### src/sv/lzobp_pkg.sv
// ----------------------------------------------------------------------------
// lzobp_pkg
// Shared constants and types of the LZ output bit packer: item kinds, store
// geometry, the result record and the store access request.
// ----------------------------------------------------------------------------
`default_nettype none

package lzobp_pkg;

    localparam int LP_BUF_DEPTH = 65536;
    localparam int LP_ADDR_W    = $clog2(LP_BUF_DEPTH);
    localparam int LP_MAX_COPY  = 64;

    localparam logic [16:0] LP_POS_DEPTH = 17'(LP_BUF_DEPTH);
    localparam logic [6:0]  LP_COPY_MAX  = 7'(LP_MAX_COPY);

    localparam logic [2:0] KIND_BITS   = 3'd0;
    localparam logic [2:0] KIND_GAMMA  = 3'd1;
    localparam logic [2:0] KIND_BYTE   = 3'd2;
    localparam logic [2:0] KIND_WORD   = 3'd3;
    localparam logic [2:0] KIND_COPY   = 3'd4;
    localparam logic [2:0] KIND_FLUSH  = 3'd5;
    localparam logic [2:0] KIND_SETPOS = 3'd6;

    typedef struct packed {
        logic        written;
        logic [15:0] addr;
        logic [7:0]  value;
        logic [16:0] pos;
        logic        ovf;
        logic        last;
    } t_result;

    typedef struct packed {
        logic                 we;
        logic [LP_ADDR_W-1:0] waddr;
        logic [7:0]           wdata;
        logic                 re;
        logic [LP_ADDR_W-1:0] raddr;
    } t_mem_req;

endpackage

`default_nettype wire

### src/sv/lzobp_out_reg.sv
// ----------------------------------------------------------------------------
// lzobp_out_reg
// Output register of the result channel. Holds one result until its transfer
// and tells the sequencer when a new result may be loaded.
// ----------------------------------------------------------------------------
`default_nettype none

module lzobp_out_reg (
    input  wire logic               i_clk,
    input  wire logic               i_rst_n,
    input  wire logic               i_load,
    input  wire lzobp_pkg::t_result i_result,
    output logic                    o_free,
    output logic                    o_valid,
    input  wire logic               i_ready,
    output lzobp_pkg::t_result      o_result
);

    import lzobp_pkg::*;

    logic    r_valid;
    logic    n_valid;
    t_result r_result;

    assign o_free   = !r_valid || i_ready;
    assign o_valid  = r_valid;
    assign o_result = r_result;

    always_comb begin
        n_valid = r_valid;
        if (i_load) begin
            n_valid = 1'b1;
        end else if (i_ready) begin
            n_valid = 1'b0;
        end
    end

    always_ff @(posedge i_clk) begin
        if (!i_rst_n) begin
            r_valid <= 1'b0;
        end else begin
            r_valid <= n_valid;
        end
    end

    always_ff @(posedge i_clk) begin
        if (i_load) begin
            r_result <= i_result;
        end
    end

endmodule

`default_nettype wire

### config.mk
export PLATFORM = sky130hd
export DESIGN_NAME = lzobp_out_reg
export DESIGN_NICKNAME = d
export VERILOG_FILES = /design/src/sv/lzobp_pkg.sv /design/src/sv/lzobp_out_reg.sv
export SDC_FILE = /design/constraint.sdc
export NUM_CORES = 1
export LEC_CHECK = 0
export ABC_CLOCK_PERIOD_IN_PS = 800
export BUFFER_PORTS_ARGS = -buffer_cell sky130_fd_sc_hd__buf_4
export CORE_AREA = 4 4 60 67
export CTS_BUF_LIST = sky130_fd_sc_hd__clkbuf_2
export DETAILED_ROUTE_END_ITERATION = 16
export DIE_AREA = 0 0 64 71
export PLACE_DENSITY = 0.79
export SLEW_MARGIN = 20
export SYNTH_ARGS = -nofsm -noshare
export SYNTH_HDL_FRONTEND = slang
export SYNTH_SLANG_ARGS = --single-unit
export TNS_END_PERCENT = 30
### constraint.sdc
create_clock -name i_clk -period 0.8 [get_ports i_clk]
set_clock_uncertainty 0.05 [all_clocks]
set_input_delay 0.08 -clock i_clk [delete_from_list [all_inputs] [get_ports i_clk]]
set_output_delay 0.08 -clock i_clk [all_outputs]
set_load 0.005 [all_outputs]
Word-level counts from Yosys, hierarchy flattened. Index checks and enable logic that the tools add are counted.

Muxes and demuxes: 2. Reduce and logical (&&, ||, !) cells: 3.

Operators by type and width (number): $mux 1 (2); $reduce_bool 2->1 (1); $logic_not 1->1 (1); $logic_or 1x1->1 (1).

Register bits after elaboration: 45. Output and inout bits: 46.

Longest topological paths before layout. Gate-level depths: netlist (run 1).

Depth after elaboration: 2. Gate-level depth with buffers: 2. Gate-level depth less buffers: 2.

Worst setup path before layout (run 1). Ideal clock, no wire load.

Kind: register to register. Start: register o_valid (netlist name). End: register r_valid, in the netlist o_valid. Library setup time: 0.066 ns. Data arrival time: 0.543 ns. Setup slack: 0.142 ns. Path buffers: 0. Data required time: 0.684 ns. Cell stages (with the launch flop): 3. Period minus slack after synthesis: 0.658 ns. Cells stage by stage: dfxtp_1 > nand2b_4 > a21boi_2.

RTL lines: to (signal assigned) (line lzobp_out_reg.sv:42) `r_valid <= n_valid;`; to (decl) (line lzobp_out_reg.sv:21) `logic r_valid;`.

Worst setup path after layout (run 1).
Start: register r_result (netlist bit o_result[12]). End: output o_result[12] (netlist name).

RTL lines: from (decl) (line lzobp_out_reg.sv:23) `t_result r_result;`; from (signal assigned) (line lzobp_out_reg.sv:48) `r_result <= i_result;`; to (decl) (line lzobp_out_reg.sv:16) `output lzobp_pkg::t_result o_result`.

No word-level cell between the ends.

==> results.py, run 1 <==
metrics = {
    "floorplan": {
        "dieWidth_um": 64,
        "start_util": 0.4113,
        "fp.coreArea_mm2": 0.003331,
        "floorplan.die_area_mm2": 0.004544,
        "design.portCount": 94,
        "row_count": 22,
        "chipHeight_um": 71,
    },
    "yosys": {
        "cell_taking_the_most_area_after_synthesis": "edfxtp_1",
        "synth_top_cell_area_share": 0.9644,
        "synth_area_mm2": 0.001370,
        "syn-num-nets": 96,
        "postSynthCellCount": 48,
        "synth.avg_cell_area_um2": 28.54,
        "portion_of_the_post_synthesis_area_used_by_sequential_elements": 0.9790,
        "synth_seq_cells": 45,
        "ys.warnings.count": 0,
        "post_synth_num_cell_types": 5,
        "synth_area_leaders": "edfxtp_1, dfxtp_1, nand2b_4",
    },
    "setup_path": {
        "worstSetupStartpointType": "flop",
        "worstPathCellList": "buf_6",
        "timing.critical_path.required_ns": 0.67,
        "crit_path_end_kind": "primary output",
        "path_max_fanout": 1,
        "worst-endpoint-arrival_ns": 1.01,
        "path_delay_family": "flip-flops",
        "worst_path_largest_cell_delay_ns": 0.47,
        "timing_worst_setup_path_type": "reg -> out",
        "critPathSlowestCell": "edfxtp_1",
        "path_buf_inv": 1,
    },
    "timing": {
        "finalHoldWorstSlack_ns": 0.0008121,
        "final_hold_violating_endpoints": 0,
        "timing.final.ws_setup_ns": -0.3361,
        "portion_of_the_clock_cycle_consumed_by_the_worst_path_in_the_final_layout": 1.420,
        "pin_slew_with_the_least_headroom_to_its_limit_ns": 0.2134,
        "max_clock_freq_mhz": 880.2,
        "finalWorstPathRequiredPeriod_ns": 1.136,
        "max_slew_violation_total_from_the_final_report": 0,
        "setup_viol_count_final": 47,
        "fin_tns_setup_ns": -12.88,
        "relSlewSlack": 0.8577,
        "rsz0062_at_grt": "yes",
    },
    "status": {
        "violated_checks": "negative setup slack",
        "run_status": "finished with violations",
    },
    "min_path": {
        "worstHoldPathType": "in -> reg",
    },
    "placement": {
        "dp_slack_ns": 0.05408,
        "gpl.final_weighted_congestion": 0.6722,
        "i_o_buffers": 93,
        "dpl-instance-area_mm2": 0.002168,
        "place.detailed.instances": 191,
    },
    "power": {
        "power.density_mw_per_mm2": 1774,
        "leak_nw": 1.177,
        "ir_worst_vdd_mv": 1.231,
        "totalPowerFinal_mw": 4.883,
    },
    "clock_network": {
        "cts-hold-fix-buffers": 45,
        "cts_made_buffers": 5,
        "clk_root_buffer_cell": "clkbuf_2",
        "clock_tree.htree_level_count": 2,
        "clk_latency_ns": 0.39,
        "cts.reportedPaths.clkPinSlew_ns": 0.21,
        "cts_tree": "yes",
        "cts_sinks": 45,
        "clock_path_buffers": 2,
    },
    "drt": {
        "vias": 1060,
        "detailedRoute.firstPassIterationCount": 4,
        "detail_route.drc_violations": 0,
        "first_iter_violations": 33,
        "routed_wirelength_um": 4380,
        "viasPerCell": 4.327,
        "average_wire_length_per_cell_after_detail_routing_um": 17.88,
        "drt.antenna.violating_nets": 0,
    },
    "global_routing": {
        "grt_pass1_wl_um": 6285,
        "first_global_vias": 1226,
        "antenna_violations_before_repair": 0,
        "grt_max_degree": 28,
        "grt.overflow.total": 0,
        "grt.total_usage": 0.1959,
    },
    "finish": {
        "final_design_area_no_fill_mm2": 0.002753,
        "fin_util": 0.8264,
        "seqCellArea_mm2": 0.001343,
        "share_of_final_layout_standard_cells_stronger_than_drive_strength_1": 0.5431,
        "num-nets-final": 244,
        "filler_cell_count": 161,
        "fin_cells": 245,
        "layout-area-overhead-vs-synth_pct": 100.9,
        "multi_input_comb_area_um2": 25.02,
        "antenna_cells": 0,
    },
    "run": {
        "max-cap-violations": 0,
    },
}
## placed cells by master (no fill, tap or decap), drive strengths merged
cell	count
inv	1
clkbuf	6
clkinv	1
bufinv	1
a21boi	1
dlygate4sd3	45
buf	96
edfxtp	44
nand2b	1
dfxtp	1
## power breakdown
part	switching [mW]	internal (mW)	total, mW
clock	0.682	0.538	1.22
combinational	0.243	0.556	0.799
sequential	0.0721	2.79	2.86
total	0.998	3.88	4.88
## layout make-up
cell class | count | area share
clock buffer | 6 | 0.01091
clock inverter | 2 | 0.01273
inverter | 1 | 0.001364
multi-input combinational | 2 | 0.009091
sequential | 45 | 0.4877
tap | 48 | 0.02182
timing repair buffer | 141 | 0.4564
## final timing paths
kind,slack [ns],depth (start not counted),startpoint,endpoint
max,-0.34,1,o_result[12]$_DFFE_PP_,o_result[12]
min,0.0008,4,i_ready,o_valid$_SDFFE_PN0P_
max reg2reg,-0.02,3,o_valid$_SDFFE_PN0P_,o_valid$_SDFFE_PN0P_
min reg2reg,0.57,3,o_valid$_SDFFE_PN0P_,o_valid$_SDFFE_PN0P_
## state kept, by name (all words and copies together) (netlist names)
| name | cells |
|---|---|
| o_result | 44 |
| o_valid | 1 |
## layer usage
layer / vias up / share of wire / track usage
met1: 497 / 0.31 / 0.1755
met4: 0 / 0.028 / 0.1199
met5: - / 0 / 0
met3: 12 / 0.089 / 0.07619
li1: 484 / - / -
met2: 67 / 0.58 / 0.3605
## synthesized netlist by cell type (all sizes together)
master and count:
inv 1, edfxtp 44, nand2b 1, a21boi 1, dfxtp 1
## cell families after synthesis
kind of cell / after synthesis / share of synthesized area
DFF: 45 / 0.9790
and+or+nand+nor: 1 / 0.01004
AOI/OAI and AO/OA: 1 / 0.008219
buffers and inverters: 1 / 0.002737
## what timing repair did
action,in CTS,in global routing
setup buffers,0,1
gates resized for setup,4,13
setup endpoints to repair,46,46
hold endpoints to repair,62,15
pin swaps,0,1
Power figures use the tool's default switching activity.
==> run 2, diff against run 1 <==
--- a/config.mk
+++ b/config.mk
@@ -11,7 +11,9 @@
 export CTS_BUF_LIST = sky130_fd_sc_hd__clkbuf_2
 export DETAILED_ROUTE_END_ITERATION = 16
 export DIE_AREA = 0 0 64 71
+export MAX_ROUTING_LAYER = met4
 export PLACE_DENSITY = 0.79
+export RECOVER_POWER = 25
 export SLEW_MARGIN = 20
 export SYNTH_ARGS = -nofsm -noshare
 export SYNTH_HDL_FRONTEND = slang
==> run 2 against run 1 <==
  * Global-route usage rose by 0.60 points
  * Die area did not move
  * Sequential power is essentially flat
  * Maximum frequency is 0.21% lower
  * Wire length fell by 0.30%
  * Via count down 0.19%
  * The flow finishes with violations (negative hold slack, negative setup slack)
  * Register-to-register slack hardly changed
  * Worst hold slack got worse by 0.0014 ns
  * Sequential cell count stayed put
  * Worst setup slack lost 0.0024 ns
==> results.py, run 2 (synthesized netlist as in run 1, its figures left out) <==
metrics = {
    "status": {
        "run_status": "finished with violations",
        "violated_checks": "negative hold slack, negative setup slack",
    },
    "drt": {
        "detailedRoute.firstPassIterationCount": 3,
        "first_iter_violations": 31,
        "detail_route.drc_violations": 0,
        "routed_wirelength_um": 4367,
        "vias": 1058,
        "viasPerCell": 4.318,
        "drt.antenna.violating_nets": 0,
        "average_wire_length_per_cell_after_detail_routing_um": 17.82,
    },
    "finish": {
        "antenna_cells": 0,
        "share_of_final_layout_standard_cells_stronger_than_drive_strength_1": 0.5381,
        "largest_register_ff_count": 44,
        "fin_util": 0.8163,
        "layout.cells.most_common_list": "buf_4, dlygate4sd3_1, edfxtp_1",
        "layout-area-overhead-vs-synth_pct": 98.45,
        "layout.cells.most_common": "buf_4",
        "num-nets-final": 244,
    },
    "setup_path": {
        "worst-endpoint-arrival_ns": 1.01,
        "crit_path_end_kind": "primary output",
        "worstSetupStartpointType": "flop",
        "critPathSlowestCell": "edfxtp_1",
        "path_max_fanout": 1,
        "path_buf_inv": 1,
        "timing.reg2reg.setup_slack_ns": -0.02,
        "critical_path.reg2reg.endpoint": "o_valid$_SDFFE_PN0P_",
        "timing_worst_setup_path_type": "reg -> out",
        "path_delay_family": "flip-flops",
        "worstPathCellList": "buf_6",
        "regToRegStartpoint": "o_valid$_SDFFE_PN0P_",
        "reg2regPathDepth": 3,
        "worst_path_largest_cell_delay_ns": 0.47,
        "timing.critical_path.required_ns": 0.67,
    },
    "clock_network": {
        "clk_root_buffer_cell": "clkbuf_2",
        "cts.reportedPaths.clkPinSlew_ns": 0.21,
        "clk_latency_ns": 0.39,
        "clock_path_buffers": 2,
        "cts-hold-fix-buffers": 45,
        "cts_made_buffers": 5,
        "cts_tree": "yes",
        "cts_sinks": 45,
        "clock_tree.htree_level_count": 2,
    },
    "timing": {
        "pin_slew_with_the_least_headroom_to_its_limit_ns": 0.6573,
        "timing.final.ws_setup_ns": -0.3384,
        "max_clock_freq_mhz": 878.4,
        "rsz0062_at_grt": "yes",
        "portion_of_the_clock_cycle_consumed_by_the_worst_path_in_the_final_layout": 1.423,
        "relSlewSlack": 0.5618,
        "setup_viol_count_final": 47,
        "fin_tns_setup_ns": -12.81,
        "max_slew_violation_total_from_the_final_report": 0,
        "final_hold_violating_endpoints": 1,
        "finalWorstPathRequiredPeriod_ns": 1.138,
        "finalHoldWorstSlack_ns": -0.0006263,
    },
    "power": {
        "leak_nw": 1.162,
        "totalPowerFinal_mw": 4.857,
        "cell_internal_pwr_mw": 3.868,
        "ir_worst_vdd_mv": 1.236,
        "swShare": 0.2036,
        "clock_power_share": 0.250,
        "combinationalPowerShare": 0.160,
        "power.density_mw_per_mm2": 1786,
        "switching_power_mw": 0.9890,
        "pwr-share-seq": 0.590,
    },
    "floorplan": {
        "design.portCount": 94,
        "row_count": 22,
        "fp.coreArea_mm2": 0.003331,
        "floorplan.die_area_mm2": 0.004544,
        "start_util": 0.4113,
        "dieWidth_um": 64,
        "chipHeight_um": 71,
    },
    "min_path": {
        "hold_depth": 4,
        "worstHoldPathType": "in -> reg",
        "min-delay-start": "i_ready",
        "worst_hold_path.endpoint": "o_valid$_SDFFE_PN0P_",
    },
    "global_routing": {
        "grt.overflow.total": 0,
        "first_global_vias": 1228,
        "global_route.usage.met3": 0.06667,
        "busiest_layer": "met2",
        "grt_pass1_wl_um": 6272,
        "antenna_violations_before_repair": 0,
        "grt_max_degree": 28,
        "grt.total_usage": 0.2019,
        "use_met1": 0.1819,
        "grt_use_met2": 0.3605,
    },
    "placement": {
        "gpl.final_weighted_congestion": 0.6788,
        "i_o_buffers": 93,
    },
    "run": {
        "max-cap-violations": 0,
    },
}
==> run 2: timing repair <==
item,4_1_cts,5_1_grt
setup buffers,0,1
endpoints found under the setup margin,46,46
endpoints found under the hold margin,62,15
pin swaps,0,1
gates resized for setup,4,13
==> run 2: per-layer routing <==
metal	wire length [um]	part of all wire
met3	300	0.069
met4	118	0.027
met1	1395	0.32
met2	2553	0.58
met5	0	0
==> run 2: worst max path at each step <==
| stage | start | endpoint | slack, ns | depth (start not counted) |
|---|---|---|---|---|
| final | o_result[12]$_DFFE_PP_ | o_result[12] | -0.34 | 1 |
| after global routing | o_result[12]$_DFFE_PP_ | o_result[12] | -0.42 | 1 |
| after floorplan | o_valid$_SDFFE_PN0P_ | o_valid$_SDFFE_PN0P_ | 0.14 | 2 |
| after CTS | o_result[6]$_DFFE_PP_ | o_result[6] | -0.35 | 1 |
| after detailed placement | i_load | o_result[16]$_DFFE_PP_ | 0.05 | 2 |
| after global placement | i_load | o_result[21]$_DFFE_PP_ | 0.07 | 2 |
==> run 2: final cells by class <==
type / count / area, um2
sequential: 45 / 1343
timing repair buffer: 141 / 1222
fill: 167 / 611.8
tap: 48 / 60.06
clock inverter: 2 / 35.03
clock buffer: 6 / 30.03
multi-input combinational: 2 / 25.02
inverter: 1 / 3.754
==> run 2: power groups by stage <==
stage               clock [mW]  sequential, mW  combinational (mW)
floorplan                    0            2.92              0.0103
detailed placement           0            2.90               0.562
global placement             0            2.89               0.548
global route              1.35            2.88               0.822
CTS                       1.27            2.85               0.748
finish                    1.22            2.87               0.775
==> run 2: metrics by stage <==
step	cells	cell area (um2)	hold WS [ns]	setup slack, ns
after CTS	244	2696	-0.1450	-0.3476
final	245	2719	-0.0006263	-0.3384
after global routing	245	2719	-0.04874	-0.4187
after global placement	191	2168	0.2082	0.07100
after detailed placement	191	2168	0.2095	0.05408
after floorplan	48	1370	0.1289	0.1416
==> run 3, diff against run 2 <==
--- a/config.mk
+++ b/config.mk
@@ -7,12 +7,12 @@
 export LEC_CHECK = 0
 export ABC_CLOCK_PERIOD_IN_PS = 800
 export BUFFER_PORTS_ARGS = -buffer_cell sky130_fd_sc_hd__buf_4
-export CORE_AREA = 4 4 60 67
+export CORE_AREA = 4 4 58 70
 export CTS_BUF_LIST = sky130_fd_sc_hd__clkbuf_2
 export DETAILED_ROUTE_END_ITERATION = 16
-export DIE_AREA = 0 0 64 71
+export DIE_AREA = 0 0 62 74
 export MAX_ROUTING_LAYER = met4
-export PLACE_DENSITY = 0.79
+export PLACE_DENSITY = 0.78
 export RECOVER_POWER = 25
 export SLEW_MARGIN = 20
 export SYNTH_ARGS = -nofsm -noshare
==> run 3 against run 2 <==
  * The flow finishes with violations (negative setup slack)
  * Non-clock buffer count up 2
  * Critical path depth unchanged
  * First-iteration DRC count increased by 52%
  * Combinational power is 3.6% higher
  * Clock power rose by 3%
  * Highest routed layer unchanged
  * Sequential power barely moved
  * Worst hold slack improved by 0.037 ns
==> results.py, run 3 (synthesized netlist as in run 1, its figures left out) <==
metrics = {
    "min_path": {
        "hold_depth": 5,
        "worstHoldPathType": "in -> reg",
    },
    "clock_network": {
        "cts_made_buffers": 5,
        "cts_tree": "yes",
        "clk_root_buffer_cell": "clkbuf_2",
        "clk_latency_ns": 0.42,
        "cts.reportedPaths.clkPinSlew_ns": 0.24,
        "cts-hold-fix-buffers": 45,
        "cts_sinks": 45,
        "clock_path_buffers": 2,
        "clock_tree.htree_level_count": 2,
    },
    "drt": {
        "average_wire_length_per_cell_after_detail_routing_um": 20.81,
        "vias": 1110,
        "detailedRoute.firstPassIterationCount": 4,
        "routed_wirelength_um": 4911,
        "drt.antenna.violating_nets": 0,
        "detail_route.drc_violations": 0,
        "viasPerCell": 4.703,
        "first_iter_violations": 47,
    },
    "power": {
        "swShare": 0.2123,
        "ir_worst_vdd_mv": 1.562,
        "switching_power_mw": 1.050,
        "clock_power_share": 0.255,
        "totalPowerFinal_mw": 4.944,
        "leak_nw": 1.174,
        "combinationalPowerShare": 0.162,
        "pwr-share-seq": 0.583,
        "power.density_mw_per_mm2": 1805,
        "cell_internal_pwr_mw": 3.895,
    },
    "status": {
        "run_status": "finished with violations",
        "violated_checks": "negative setup slack",
    },
    "setup_path": {
        "worst-endpoint-arrival_ns": 1.04,
        "crit_path_end_kind": "primary output",
        "timing_worst_setup_path_type": "reg -> out",
        "critical_path_cell_count": 1,
        "timing.critical_path.required_ns": 0.67,
        "path_delay_family": "flip-flops",
        "worstPathCellList": "buf_6",
        "path_max_fanout": 1,
        "worstSetupStartpointType": "flop",
        "worst_path_largest_cell_delay_ns": 0.48,
        "critPathSlowestCell": "edfxtp_1",
        "reg2regPathDepth": 4,
        "path_buf_inv": 1,
    },
    "timing": {
        "rsz0062_at_grt": "yes",
        "max_clock_freq_mhz": 853.6,
        "final_hold_violating_endpoints": 0,
        "timing.final.ws_setup_ns": -0.3715,
        "portion_of_the_clock_cycle_consumed_by_the_worst_path_in_the_final_layout": 1.464,
        "max_slew_violation_total_from_the_final_report": 0,
        "setup_viol_count_final": 47,
        "fin_tns_setup_ns": -14.40,
        "finalWorstPathRequiredPeriod_ns": 1.172,
        "pin_slew_with_the_least_headroom_to_its_limit_ns": 0.5328,
        "relSlewSlack": 0.6448,
    },
    "floorplan": {
        "row_count": 23,
        "floorplan.die_area_mm2": 0.004588,
        "design.portCount": 94,
        "start_util": 0.4069,
        "dieWidth_um": 62,
        "chipHeight_um": 74,
        "fp.coreArea_mm2": 0.003367,
    },
    "placement": {
        "place.detailed.instances": 181,
        "i_o_buffers": 93,
        "gpl.final_weighted_congestion": 0.6890,
    },
    "global_routing": {
        "grt.total_usage": 0.2348,
        "antenna_violations_before_repair": 0,
        "grt_max_degree": 22,
        "grt_pass1_wl_um": 6851,
        "first_global_vias": 1258,
        "grt.overflow.total": 0,
    },
    "finish": {
        "layout.cells.most_common_list": "buf_4, dlygate4sd3_1, edfxtp_1",
        "share_of_final_layout_standard_cells_stronger_than_drive_strength_1": 0.5377,
        "num-nets-final": 246,
        "antenna_cells": 0,
        "layout-area-overhead-vs-synth_pct": 99.91,
        "fin_cells": 236,
        "largest_register_ff_count": 44,
        "layout.cells.most_common": "buf_4",
    },
    "run": {
        "max-cap-violations": 0,
    },
}
==> run 3: cell count changes in the layout (fill, tap and decap cells not counted) <==
cell and change:
clkbuf_1 +1, buf_4 -4, buf_6 +5, clkinv_2 -1, clkinv_4 +1
==> run 3: metrics by stage <==
stage | hold WS (ns) | instance area (um2) | worst slack (ns) | utilization
floorplan | 0.1289 | 1370 | 0.1416 | -
global placement | 0.2080 | 2162 | 0.08058 | 0.6421
detailed placement | 0.2093 | 2162 | 0.07519 | 0.6421
CTS | -0.08284 | 2709 | -0.3667 | 0.8045
global route | 0.003895 | 2739 | -0.4317 | 0.8135
finish | 0.03595 | 2739 | -0.3715 | 0.8135
==> run 3: path summary, 6_finish.rpt <==
check	endpoint	slack, ns	startpoint
setup / recovery	o_result[30]	-0.37	o_result[30]$_DFFE_PP_
hold reg to reg	o_valid$_SDFFE_PN0P_	0.65	o_valid$_SDFFE_PN0P_
setup reg to reg	o_valid$_SDFFE_PN0P_	-0.12	o_valid$_SDFFE_PN0P_
hold / removal	o_valid$_SDFFE_PN0P_	0.04	i_ready
==> run 3: what timing repair did <==
action                     CTS  global route
pin swaps                    1             0
buffers inserted             1             1
resized for setup            6            16
setup endpoints to repair   46            47
hold endpoints to repair    71            10
==> run 3: layer usage <==
metal,part of all wire,GRT usage,vias to the layer above
li1,-,-,489
met1,0.35,0.2686,524
met3,0.13,0.09722,14
met4,0.030,0.1061,0
met5,0,-,-
met2,0.50,0.3560,83
==> run 3: power by group through the flow <==
| stage | combinational (mW) | clock [mW] | sequential, mW |
|---|---|---|---|
| floorplan | 0.0103 | 0 | 2.92 |
| global placement | 0.554 | 0 | 2.89 |
| detailed placement | 0.569 | 0 | 2.90 |
| CTS | 0.761 | 1.29 | 2.85 |
| global route | 0.850 | 1.39 | 2.90 |
| finish | 0.803 | 1.26 | 2.88 |
==> run 3: area by class of cell <==
class | count | area [um2]
Fill cell | 164 | 628.1
Sequential cell | 45 | 1343
Clock inverter | 2 | 38.79
Multi-Input combinational cell | 2 | 25.02
Clock buffer | 6 | 30.03
Tap cell | 37 | 46.29
Inverter | 1 | 3.754
Timing Repair Buffer | 143 | 1252
