==> config.mk <==
export PLATFORM = sky130hd
export DESIGN_NAME = lzobp_seq
export DESIGN_NICKNAME = d
export VERILOG_FILES = /design/src/sv/lzobp_pkg.sv /design/src/sv/lzobp_seq.sv
export SDC_FILE = /design/constraint.sdc
export NUM_CORES = 1
export LEC_CHECK = 0
export BUFFER_PORTS_ARGS = -buffer_cell sky130_fd_sc_hd__buf_4
export CAP_MARGIN = 20
export CORE_UTILIZATION = 60
export CTS_CLUSTER_SIZE = 30
export DETAILED_ROUTE_END_ITERATION = 12
export PLACE_DENSITY = 0.83
export SYNTH_ARGS = -nofsm -noshare
export SYNTH_HDL_FRONTEND = slang
export SYNTH_SLANG_ARGS = --single-unit
==> constraint.sdc <==
create_clock -name i_clk -period 8.2 [get_ports i_clk]
set_input_delay 0.41 -clock i_clk [delete_from_list [all_inputs] [get_ports i_clk]]
set_output_delay 0.41 -clock i_clk [all_outputs]
set_load 0.01 [all_outputs]
==> src/sv/lzobp_pkg.sv <==
// ----------------------------------------------------------------------------
// lzobp_pkg
// Shared constants and types of the LZ output bit packer: item kinds, store
// geometry, the result record and the store access request.
// ----------------------------------------------------------------------------
`default_nettype none

package lzobp_pkg;

    localparam int LP_BUF_DEPTH = 65536;
    localparam int LP_ADDR_W    = $clog2(LP_BUF_DEPTH);
    localparam int LP_MAX_COPY  = 64;

    localparam logic [16:0] LP_POS_DEPTH = 17'(LP_BUF_DEPTH);
    localparam logic [6:0]  LP_COPY_MAX  = 7'(LP_MAX_COPY);

    localparam logic [2:0] KIND_BITS   = 3'd0;
    localparam logic [2:0] KIND_GAMMA  = 3'd1;
    localparam logic [2:0] KIND_BYTE   = 3'd2;
    localparam logic [2:0] KIND_WORD   = 3'd3;
    localparam logic [2:0] KIND_COPY   = 3'd4;
    localparam logic [2:0] KIND_FLUSH  = 3'd5;
    localparam logic [2:0] KIND_SETPOS = 3'd6;

    typedef struct packed {
        logic        written;
        logic [15:0] addr;
        logic [7:0]  value;
        logic [16:0] pos;
        logic        ovf;
        logic        last;
    } t_result;

    typedef struct packed {
        logic                 we;
        logic [LP_ADDR_W-1:0] waddr;
        logic [7:0]           wdata;
        logic                 re;
        logic [LP_ADDR_W-1:0] raddr;
    } t_mem_req;

endpackage

`default_nettype wire

==> src/sv/lzobp_seq.sv <==
// ----------------------------------------------------------------------------
// lzobp_seq
// Item sequencer: bit accumulator, write position and the writes to the
// byte store for bit groups, bytes, words, copies and flushes, with copy reads.
// ----------------------------------------------------------------------------
`default_nettype none

module lzobp_seq (
    input  wire logic                i_clk,
    input  wire logic                i_rst_n,
    input  wire logic                i_in_valid,
    output logic                     o_in_ready,
    input  wire logic [2:0]          i_kind,
    input  wire logic [4:0]          i_bit_count,
    input  wire logic [15:0]         i_bit_value,
    input  wire logic [5:0]          i_gamma_zeros,
    input  wire logic [15:0]         i_data_value,
    input  wire logic [15:0]         i_copy_source,
    input  wire logic [6:0]          i_copy_length,
    input  wire logic [15:0]         i_new_position,
    input  wire logic                i_out_free,
    output logic                     o_emit,
    output lzobp_pkg::t_result       o_result,
    output lzobp_pkg::t_mem_req      o_mem,
    input  wire logic [7:0]          i_mem_rdata
);

    import lzobp_pkg::*;

    localparam logic [2:0] ST_IDLE    = 3'd0;
    localparam logic [2:0] ST_BITS    = 3'd1;
    localparam logic [2:0] ST_BYTE    = 3'd2;
    localparam logic [2:0] ST_FLUSH   = 3'd3;
    localparam logic [2:0] ST_EMPTY   = 3'd4;
    localparam logic [2:0] ST_COPY_RD = 3'd5;
    localparam logic [2:0] ST_COPY_WR = 3'd6;

    logic [2:0]  r_state, n_state;
    logic [16:0] r_pos,   n_pos;
    logic [8:0]  r_acc,   n_acc;
    logic [2:0]  r_fill,  n_fill;
    logic [15:0] r_bits,  n_bits;
    logic [6:0]  r_nbits, n_nbits;
    logic        r_any,   n_any;
    logic [15:0] r_data,  n_data;
    logic        r_word,  n_word;
    logic [16:0] r_src,   n_src;
    logic [6:0]  r_cnt,   n_cnt;
    logic        r_zero,  n_zero;

    // bit group step
    logic [3:0]  room;
    logic [3:0]  take;
    logic [8:0]  packed_acc;
    logic        acc_full;
    logic [6:0]  rest;

    // result request
    logic        emit_req;
    logic        emit_byte;
    logic [7:0]  emit_val;
    logic        emit_last;
    logic        grant;
    logic        in_room;
    logic [16:0] pos_after;

    assign o_in_ready = (r_state == ST_IDLE);
    assign grant      = emit_req && i_out_free;
    assign o_emit     = grant;
    assign in_room    = (r_pos < LP_POS_DEPTH);

    always_comb begin
        logic [8:0] tmp;
        room = 4'd8 - {1'b0, r_fill};
        take = (r_nbits < {3'b000, room}) ? r_nbits[3:0] : room;
        tmp  = r_acc;
        for (int i = 0; i < 8; i++) begin
            if (4'(i) < take) begin
                tmp = {tmp[7:0], r_bits[i]};
            end
        end
        packed_acc = tmp;
        acc_full   = tmp[8];
        rest       = r_nbits - {3'b000, take};
    end

    always_comb begin
        n_state   = r_state;
        n_pos     = r_pos;
        n_acc     = r_acc;
        n_fill    = r_fill;
        n_bits    = r_bits;
        n_nbits   = r_nbits;
        n_any     = r_any;
        n_data    = r_data;
        n_word    = r_word;
        n_src     = r_src;
        n_cnt     = r_cnt;
        n_zero    = r_zero;
        emit_req  = 1'b0;
        emit_byte = 1'b0;
        emit_val  = 8'd0;
        emit_last = 1'b1;
        o_mem     = '0;

        case (r_state)
            ST_IDLE: begin
                if (i_in_valid) begin
                    case (i_kind)
                        KIND_BITS: begin
                            n_bits  = i_bit_value;
                            n_nbits = {2'b00, i_bit_count};
                            n_any   = 1'b0;
                            n_state = ST_BITS;
                        end
                        KIND_GAMMA: begin
                            n_bits  = 16'd1;
                            n_nbits = {1'b0, i_gamma_zeros} + 7'd1;
                            n_any   = 1'b0;
                            n_state = ST_BITS;
                        end
                        KIND_BYTE: begin
                            n_data  = i_data_value;
                            n_word  = 1'b0;
                            n_state = ST_BYTE;
                        end
                        KIND_WORD: begin
                            n_data  = i_data_value;
                            n_word  = 1'b1;
                            n_state = ST_BYTE;
                        end
                        KIND_COPY: begin
                            n_cnt   = (i_copy_length > LP_COPY_MAX) ? LP_COPY_MAX
                                                                    : i_copy_length;
                            n_src   = {1'b0, i_copy_source};
                            n_state = (i_copy_length == 7'd0) ? ST_EMPTY : ST_COPY_RD;
                        end
                        KIND_FLUSH: begin
                            n_state = ST_FLUSH;
                        end
                        KIND_SETPOS: begin
                            n_pos   = ({1'b0, i_new_position} > LP_POS_DEPTH)
                                      ? LP_POS_DEPTH : {1'b0, i_new_position};
                            n_state = ST_EMPTY;
                        end
                        default: begin
                            n_state = ST_EMPTY;
                        end
                    endcase
                end
            end
            ST_BITS: begin
                if (r_nbits == 7'd0) begin
                    if (r_any) begin
                        n_state = ST_IDLE;
                    end else begin
                        emit_req = 1'b1;
                        if (grant) begin
                            n_state = ST_IDLE;
                        end
                    end
                end else if (!acc_full) begin
                    n_acc   = packed_acc;
                    n_fill  = r_fill + take[2:0];
                    n_bits  = r_bits >> take;
                    n_nbits = rest;
                end else begin
                    emit_req  = 1'b1;
                    emit_byte = 1'b1;
                    emit_val  = packed_acc[7:0];
                    emit_last = (rest < 7'd8);
                    if (grant) begin
                        n_acc   = 9'd1;
                        n_fill  = 3'd0;
                        n_bits  = r_bits >> take;
                        n_nbits = rest;
                        n_any   = 1'b1;
                        if (rest == 7'd0) begin
                            n_state = ST_IDLE;
                        end
                    end
                end
            end
            ST_BYTE: begin
                emit_req  = 1'b1;
                emit_byte = 1'b1;
                emit_val  = r_data[7:0];
                emit_last = !r_word;
                if (grant) begin
                    if (r_word) begin
                        n_data = {8'd0, r_data[15:8]};
                        n_word = 1'b0;
                    end else begin
                        n_state = ST_IDLE;
                    end
                end
            end
            ST_FLUSH: begin
                emit_req  = 1'b1;
                emit_byte = 1'b1;
                emit_val  = r_acc[7:0];
                if (grant) begin
                    n_acc   = 9'd1;
                    n_fill  = 3'd0;
                    n_state = ST_IDLE;
                end
            end
            ST_EMPTY: begin
                emit_req = 1'b1;
                if (grant) begin
                    n_state = ST_IDLE;
                end
            end
            ST_COPY_RD: begin
                // the previous copy byte was written at the last edge, so the
                // read here already sees it
                o_mem.re    = 1'b1;
                o_mem.raddr = r_src[LP_ADDR_W-1:0];
                n_zero      = (r_src >= LP_POS_DEPTH);
                n_state     = ST_COPY_WR;
            end
            ST_COPY_WR: begin
                emit_req  = 1'b1;
                emit_byte = 1'b1;
                emit_val  = r_zero ? 8'd0 : i_mem_rdata;
                emit_last = (r_cnt == 7'd1);
                if (grant) begin
                    n_cnt   = r_cnt - 7'd1;
                    n_src   = r_src + 17'd1;
                    n_state = (r_cnt == 7'd1) ? ST_IDLE : ST_COPY_RD;
                end
            end
            default: begin
                n_state = ST_IDLE;
            end
        endcase

        pos_after = in_room ? (r_pos + 17'd1) : LP_POS_DEPTH;

        o_result = '0;
        o_result.last = emit_last;
        o_result.pos  = r_pos;
        if (emit_byte) begin
            o_result.written = in_room;
            o_result.ovf     = !in_room;
            o_result.addr    = r_pos[15:0];
            o_result.value   = emit_val;
            o_result.pos     = pos_after;
            if (grant) begin
                n_pos       = pos_after;
                o_mem.we    = in_room;
                o_mem.waddr = r_pos[LP_ADDR_W-1:0];
                o_mem.wdata = emit_val;
            end
        end
    end

    always_ff @(posedge i_clk) begin
        if (!i_rst_n) begin
            r_state <= ST_IDLE;
            r_pos   <= 17'd0;
            r_acc   <= 9'd1;
            r_fill  <= 3'd0;
            r_any   <= 1'b0;
            r_word  <= 1'b0;
            r_cnt   <= 7'd0;
        end else begin
            r_state <= n_state;
            r_pos   <= n_pos;
            r_acc   <= n_acc;
            r_fill  <= n_fill;
            r_any   <= n_any;
            r_word  <= n_word;
            r_cnt   <= n_cnt;
        end
    end

    always_ff @(posedge i_clk) begin
        r_bits  <= n_bits;
        r_nbits <= n_nbits;
        r_data  <= n_data;
        r_src   <= n_src;
        r_zero  <= n_zero;
    end

endmodule

`default_nettype wire

# Yosys cells after proc, flatten, opt, wreduce, memory -nomap -nowiden

Index checks and enable logic that the tools add are counted.

Word-level logic and storage cells: 179
Register bits after elaboration: 98

Shift operators: 1
Muxes and demuxes: 91
Equal/unequal tests: 30
Reduce and logical (&&, ||, !) cells: 24
$lt $le $gt $ge: 14
Add/sub/neg operators: 7

Operators with widths:

| operator                                                  | number |
|---|---|
| 2-to-1 mux 17 bit                                         | 11 |
| 2-to-1 mux 16 bit                                         | 8 |
| 2-to-1 mux 9 bit                                          | 11 |
| case mux 16 bit (2 select lines)                          | 3 |
| 2-to-1 mux 7 bit                                          | 8 |
| 2-to-1 mux 25 bit                                         | 2 |
| 2-to-1 mux 43 bit                                         | 1 |
| 2-to-1 mux 3 bit                                          | 14 |
| case mux 7 bit (2 select lines)                           | 3 |
| adder 17 x 1 -> 17 bit, second input constant             | 2 |
| case mux 17 bit (2 select lines)                          | 1 |
| case mux 8 bit (4 select lines)                           | 1 |
| 2-to-1 mux 8 bit                                          | 3 |
| zero test 7 bit                                           | 3 |
| inequality test 2 bit, second input constant              | 10 |
| equality test 3 bit, second input constant                | 6 |
| case mux 3 bit (6 select lines)                           | 1 |
| case mux 9 bit (2 select lines)                           | 1 |
| >= comparator 17 bit, second input constant               | 1 |
| > comparator 16 x 17 -> 1 bit, second input constant      | 1 |
| less-than comparator 17 bit, second input constant        | 1 |
| less-than comparator 3 x 4 -> 1 bit, first input constant | 4 |
| >> shifter 16 x 4 -> 16 bit                               | 1 |
| 2-to-1 mux 1 bit                                          | 14 |
| 33 further kinds                                          | 56 |

# Depth between registers and ports, before layout

Gate-level depths: netlist of the first run.

Depth in word-level cells: 20
Mapped depth: 21
Depth with buffers taken out: 19

# Worst setup path after synthesis of the first run

No wires, ideal clock.

Path type: reg-to-output
Start point: reg r_fill[2]
End point: out o_result[0] (netlist name)
Path slack: 3262 ps
Data arrival time: 4528 ps
Cell stages (with the launch flop): 21
Required time: 7790 ps
Cell sequence: dfxtp_1 nor3_1 inv_1 ha_1 or4_1 buf_2 o31ai_2 and2_1 inv_1 clkbuf_1 buf_1 fa_1 inv_1 a21oi_1 a211o_1 a221oi_1 xor2_1 nand4b_1 a31o_2 a21oi_1 buf_4

Cells in the longest elaborated chain, start to end: 15
Elaborated cells between the ends (all ways): 24
Classes of those cells: add/sub: 2; order compare: 10; mux: 12

RTL lines:

| element                             | RTL line         | text |
|---|---|---|
| start: declaration                  | lzobp_seq.sv:41  | `logic [2:0] r_fill, n_fill;` |
| start signal: assignment            | lzobp_seq.sv:271 | `r_fill <= n_fill;` |
| subtractor 4 x 3 -> 4 bit (*)       | lzobp_seq.sv:74  | `room = 4'd8 - {1'b0, r_fill};` |
| less-than comparator 7 x 4 -> 1 bit | lzobp_seq.sv:75  | `take = (r_nbits < {3'b000, room}) ? r_nbits[3:0] : room;` |
| 2-to-1 mux 4 bit (*)                | lzobp_seq.sv:75  |  |
| less-than comparator 1 x 4 -> 1 bit | lzobp_seq.sv:78  | `if (4'(i) < take) begin` |
| 2-to-1 mux 9 bit (8 in a row)       | lzobp_seq.sv:78  |  |
| 2-to-1 mux 1 bit (*)                | lzobp_seq.sv:162 | `end else if (!acc_full) begin` |
| 2-to-1 mux 1 bit (*)                | lzobp_seq.sv:153 | `if (r_nbits == 7'd0) begin` |
| case mux 1 bit (3 select lines) (*) | lzobp_seq.sv:106 | `case (r_state)` |
| end: declaration                    | lzobp_seq.sv:23  | `output lzobp_pkg::t_result o_result,` |

Every way passes the cells marked *; elsewhere a longest branch is shown, timed or not.

==> metrics.yaml, run 1 <==
routing:
  drtPass1Iterations: 7
  drt_iter0_markers: 974
  vias_per_cell: 6.381
  dr_total_vias: 8416
  ant_nets: 0
  route.detailed.drc: 0
  wl_per_cell_um: 19.42
  routed_wl_um: 25620
synthesis:
  synth.top_cell.area_share_pct: 20.70
  syn-num-nets: 1114
  synth_seq_cells: 98
  post_synth.cell_area_avg_um2: 8.243
  synth_cells: 1003
  synth_top_area_cell: "edfxtp_1"
  yosysWarnings: 0
  yosysSeqAreaShare_pct: 30.63
  syn_area_um2: 8268
  async_flop_share_pct: 0
  synth_ff_type: "edfxtp_1"
  netlist_top_cells_area: "edfxtp_1 (21%), dfxtp_1 (9.9%), nand2_1 (5.9%)"
  yosys.cell_types.count: 89
  synth-edff-count: 57
power_and_ir_drop:
  p_comb_share_pct: 45.3
  leakage_nw: 4.184
  p_int_mw: 1.172
  p_sw_share_pct: 41.52
  p_sw_mw: 0.8322
  seqPwrFrac_pct: 32.4
  clkPwrFrac_pct: 22.2
  cellPowerDensity_nw_per_um2: 200.9
  peakVddDrop_mv: 0.1224
  fin_total_pwr_mw: 2.004
critical_path:
  startpoint_type: "flip-flop"
  cp_top_family: "compound AO/OA/AOI/OAI gates"
  path_class: "reg -> out"
  cp_max_fo: 32
  path_cells: "nor3_1 > inv_1 > ha_1 > or4_1 > o31ai_2 > and2_1 > buf_4 > inv_1 > fa_1 > inv_1 > a21oi_1 > a211o_1 > a221oi_1 > xor2_1 > nand4b_1 > a31o_2 > a21oi_1 > buf_4"
  endpoint_kind: "output port"
  cpMaxStageDelayCell: "or4_1"
  crit_top_cell: "inv_1"
  worst-path-buf-inv: 5
  slowest_delay_ns: 0.58
  crit_required_ns: 7.79
  cp_data_arrival_time_ns: 5.69
layout:
  postLayoutCellArea_um2: 9978
  drive_gt1_share_pct: 23.71
  area_delta_synth_final_pct: 20.69
  fill_cells: 1072
  final_nets: 1249
  n_antenna_cell: 0
floorplan:
  rows: 42
  start_util_pct: 61.94
  die_w_um: 119.4
  dieArea_um2: 14250
  coreArea_um2: 13350
  dieHeight_um: 119.4
  ios: 185
timing:
  tightest_slew_ns: 1.251
  setup_viol: 0
  relSlewSlack_pct: 16.61
  rsz0062_at_grt: "no"
  tns_ns: 0
  hold_viol: 0
  fmax_ghz: 0.1640
  period_share_pct: 74.37
  period_needed_ns: 6.099
  finalClockSkew_ns: 0.01068
  worst_slack_ns: 2.101
  slew_violations: 0
clocking:
  post-cts-setup-buffers: 0
  clk_pin_slew_ns: 0.07
  clock-sinks: 98
  cts.path.max_buffers: 2
  cts_max_level: 3
  worst_skew_pair.late_latency_ns: 0.36
  cts_hold_buf: 0
  numCtsBuffers: 9
  post_cts_resized: 0
  cts_root_buffer: "clkbuf_16"
  cts_tree: "yes"
global_route:
  grt_overflow: 0
  grt_pass1_vias: 7844
  antenna_found_initial: 0
  grt_pass1_wl_um: 40430
  grt_max_degree: 49
  gr-usage-all-layers_pct: 35.79
job:
  drv_cap: 0
outcome:
  outcome: "complete, no violations"
placed_design:
  hpwl_um: 18610
  place_area_um2: 9648
  io_buffers: 184
  routabilityCongestion: 1.048
  dp_slack_ns: 2.325
hold_path:
  hp-class: "in -> reg"
## cell families (layout without fill, tap and decap cells)
kind of cell	Yosys count	after routing	synth area share, %
adder cells (fa/ha/maj)	14	14	2.300
buffers and inverters	103	243	5.357
XOR/XNOR	36	36	3.904
multiplexers	91	91	11.80
AND/OR/NAND/NOR	390	390	23.20
flip-flops	98	98	30.63
AO/OA/AOI/OAI	271	271	22.81
## flip-flops by register name (all words and copies together) (netlist names)
register	flops
r_acc	9
r_any	1
r_bits	16
r_cnt	7
r_data	16
r_fill	3
r_nbits	7
r_pos	17
r_src	17
r_state	3
r_word	1
r_zero	1
## path summary, 6_finish.rpt
| kind | to | slack [ns] | startpoint | cells past startpoint |
|---|---|---|---|---|
| worst min register to register | r_acc[8] | 0.46 | r_acc[8] | 2 |
| worst max register to register | r_state[0] | 2.69 | r_fill[0] | 18 |
| worst min-delay path | r_src[1] | 0.32 | i_copy_source[1] | 3 |
| worst max-delay path | o_result[0] | 2.10 | r_fill[0] | 18 |
## power by group through the flow
stage          Clock (mW)  Sequential [mW]  Combinational, mW
2_1_floorplan           0            0.624              0.651
3_3_place_gp            0            0.657              0.863
3_5_place_dp            0            0.658              0.873
4_1_cts             0.444            0.646              0.878
5_1_grt             0.463            0.656              0.980
6_report            0.445            0.650              0.909
## layout by cell type (no fill, tap or decap), drive strengths merged, types with 8 or more instances in the layout
cell and n:
nor3 28, nor2b 18, ha 12, inv 30, a211oi 11, dfxtp 41
o211ai 17, a222oi 8, mux2 42, a21oi 58, and3 18, o31ai 11
nand3 37, o21ai 68, nor2 65, or3 11, edfxtp 57, xor2 22
xnor2 14, clkbuf 9, nand2 130, buf 197, mux2i 49, and2 49
nand4 8, o22ai 10
## synthesized netlist by cell type, types with 14 or more instances
cell and n:
a21oi_1 57, and2_1 49, and3_1 18, clkbuf_1 49
dfxtp_1 41, edfxtp_1 57, inv_1 27, mux2_2 31
mux2i_1 48, nand2_1 130, nand3_1 37, nor2_1 63
nor2b_1 18, nor3_1 28, o211ai_1 16, o21ai_0 65
xnor2_1 14, xor2_1 21
## tightest hold or removal path: stages
cell	delay, ns
buf_4	0.08
nand2_1	0.04
nand2_1	0.05
## area by class of cell
type,instances,area [µm²],area share (%)
timing repair buffer,197,1499,15.02
inverter,30,115.1,1.154
tap,176,220.2,2.207
sequential,98,2532,25.38
clock buffer,9,225.2,2.257
clock inverter,7,77.57,0.7774
multi-input combinational,802,5309,53.20
## metal layers
| metal | global-route usage (%) | vias to the layer above | routed length, µm |
|---|---|---|---|
| met5 | 0 | - | 0 |
| met4 | 14.22 | 0 | 843 |
| met3 | 5.556 | 74 | 2266 |
| met2 | 59.56 | 452 | 12170 |
| met1 | 46.44 | 3936 | 10340 |
| li1 | - | 3954 | - |
## per-stage QoR
stage                     hold slack (ns)  cells  utilization [%]
after floorplan                    0.4104   1003                -
after global placement             0.4347   1302            72.28
after detailed placement           0.4498   1302            72.28
after CTS                          0.3137   1318            74.55
after global routing               0.3293   1319            74.76
final                              0.3222   1319            74.76
Note: power is estimated with default switching activity, not from simulation.
==> run 2: changes to the inputs <==
CORE_UTILIZATION = 56   (was 60)
PLACE_DENSITY = 0.78   (was 0.83)
clock period = 5.7 ns   (was 8.2 ns; I/O delays follow)
==> metrics.yaml, run 2 (synthesis gave the netlist of run 1 again) <==
hold_path:
  hp-class: "in -> reg"
critical_path:
  cp_max_fo: 18
  crit_required_ns: 5.41
  endpoint_kind: "output port"
  startpoint_type: "flip-flop"
  path_class: "reg -> out"
  cp_data_arrival_time_ns: 5.09
floorplan:
  dieHeight_um: 123.5
  die_w_um: 123.5
  start_util_pct: 57.10
  coreArea_um2: 14480
  rows: 44
  dieArea_um2: 15250
  ios: 185
timing:
  rsz0062_at_grt: "no"
  slew_violations: 0
  fmax_ghz: 0.1860
  setup_viol: 0
  period_needed_ns: 5.376
  finalClockSkew_ns: 0.01319
  tns_ns: 0
  tightest_slew_ns: 0.9353
  relSlewSlack_pct: 37.41
  period_share_pct: 94.31
  hold_viol: 0
clocking:
  cts_tree: "yes"
  cts_root_buffer: "clkbuf_16"
  clk_pin_slew_ns: 0.07
  cts_hold_buf: 0
  numCtsBuffers: 9
  clock-sinks: 98
  cts.path.max_buffers: 2
  post-cts-setup-buffers: 0
  cts_max_level: 3
  post_cts_resized: 0
  worst_skew_pair.late_latency_ns: 0.37
global_route:
  grt_overflow: 0
  grt_pass1_vias: 7762
  grt_max_degree: 49
  grt_pass1_wl_um: 41500
  antenna_found_initial: 0
  gr-usage-all-layers_pct: 35.60
placed_design:
  place_area_um2: 9733
  hpwl_um: 19170
  routabilityCongestion: 0.9630
  io_buffers: 184
routing:
  wl_per_cell_um: 19.91
  drt_iter0_markers: 966
  vias_per_cell: 6.283
  routed_wl_um: 26620
  drtPass1Iterations: 6
  ant_nets: 0
  dr_total_vias: 8400
  route.detailed.drc: 0
layout:
  final_nets: 1259
  largest_registers: "r_pos x17, r_src x17"
  n_antenna_cell: 0
  layout_common_cells: "buf_4 (207), nand2_1 (130), o21ai_0 (65)"
  seqCellArea_um2: 2532
  multiInputGateArea_um2: 5309
  area_delta_synth_final_pct: 22.02
  postLayoutCellArea_um2: 10090
  final_common_cell: "buf_4"
  fill_cells: 1219
  drive_gt1_share_pct: 24.37
power_and_ir_drop:
  cellPowerDensity_nw_per_um2: 298.9
  peakVddDrop_mv: 0.2034
  leakage_nw: 4.249
outcome:
  outcome: "complete, no violations"
job:
  drv_cap: 0
[run 2: changes by cell type in the layout (fill, tap and decap cells not counted)]
cell,change
buf_4,+11
clkinvlp_4,+1
buf_16,-1
clkinv_4,-3
bufinv_16,+2
clkinvlp_2,-1
inv_6,+1
[run 2: path summary, 6_finish.rpt]
check / cells after the start / from / slack (ns) / end
setup reg to reg: 18 / r_fill[0] / 0.87 / r_state[0]
hold / removal: 3 / i_copy_source[7] / 0.18 / r_src[7]
setup / recovery: 18 / r_fill[0] / 0.32 / o_result[0]
hold reg to reg: 2 / r_acc[8] / 0.45 / r_acc[8]
[run 2: report_power, final]
group	total, mW	switching, mW	internal [mW]	leakage, nW
clock network	0.738	0.305	0.433	0.163
logic	1.34	0.836	0.505	3.23
registers	0.935	0.0930	0.842	0.855
total	3.02	1.23	1.78	4.25
[run 2: layer usage]
metal	track usage (%)	wire length (µm)	part of all wire, %
met1	47.74	11380	43
met2	55.90	12380	47
met3	7.149	2067	7.8
met4	14.23	793	3.0
met5	0	0	0
[run 2: area by class of cell]
cell class	instances	area share [%]
multi-input combinational	802	52.62
inverter	30	1.141
timing repair buffer	207	15.40
clock inverter	7	1.215
tap	184	2.282
clock buffer	9	2.232
sequential	98	25.10
[run 2: critical path, cell delays in order (launching register included)]
cell and delay, ns:
dfxtp_1 0.49, inv_1 0.10, ha_1 0.26, xor2_2 0.21
a221o_2 0.53, mux2i_4 0.28, nor2_8 0.34, inv_2 0.06
ha_1 0.21, fa_1 0.40, inv_1 0.07, a21oi_1 0.09
a211o_1 0.24, a221oi_1 0.36, xor2_1 0.26, nand4b_1 0.17
a31o_2 0.27, a21oi_1 0.22, buf_4 0.16
[run 2: through the flow]
stage,setup slack [ns],instances,total power [mW],hold WS (ns),util (%)
floorplan,0.8207,1003,1.834,0.4104,-
global placement,0.8163,1320,2.233,0.4499,67.22
detailed placement,0.7895,1320,2.244,0.4407,67.22
CTS,0.3858,1336,2.971,0.1749,69.63
global route,0.08060,1337,3.169,0.1885,69.68
finish,0.3244,1337,3.015,0.1809,69.68
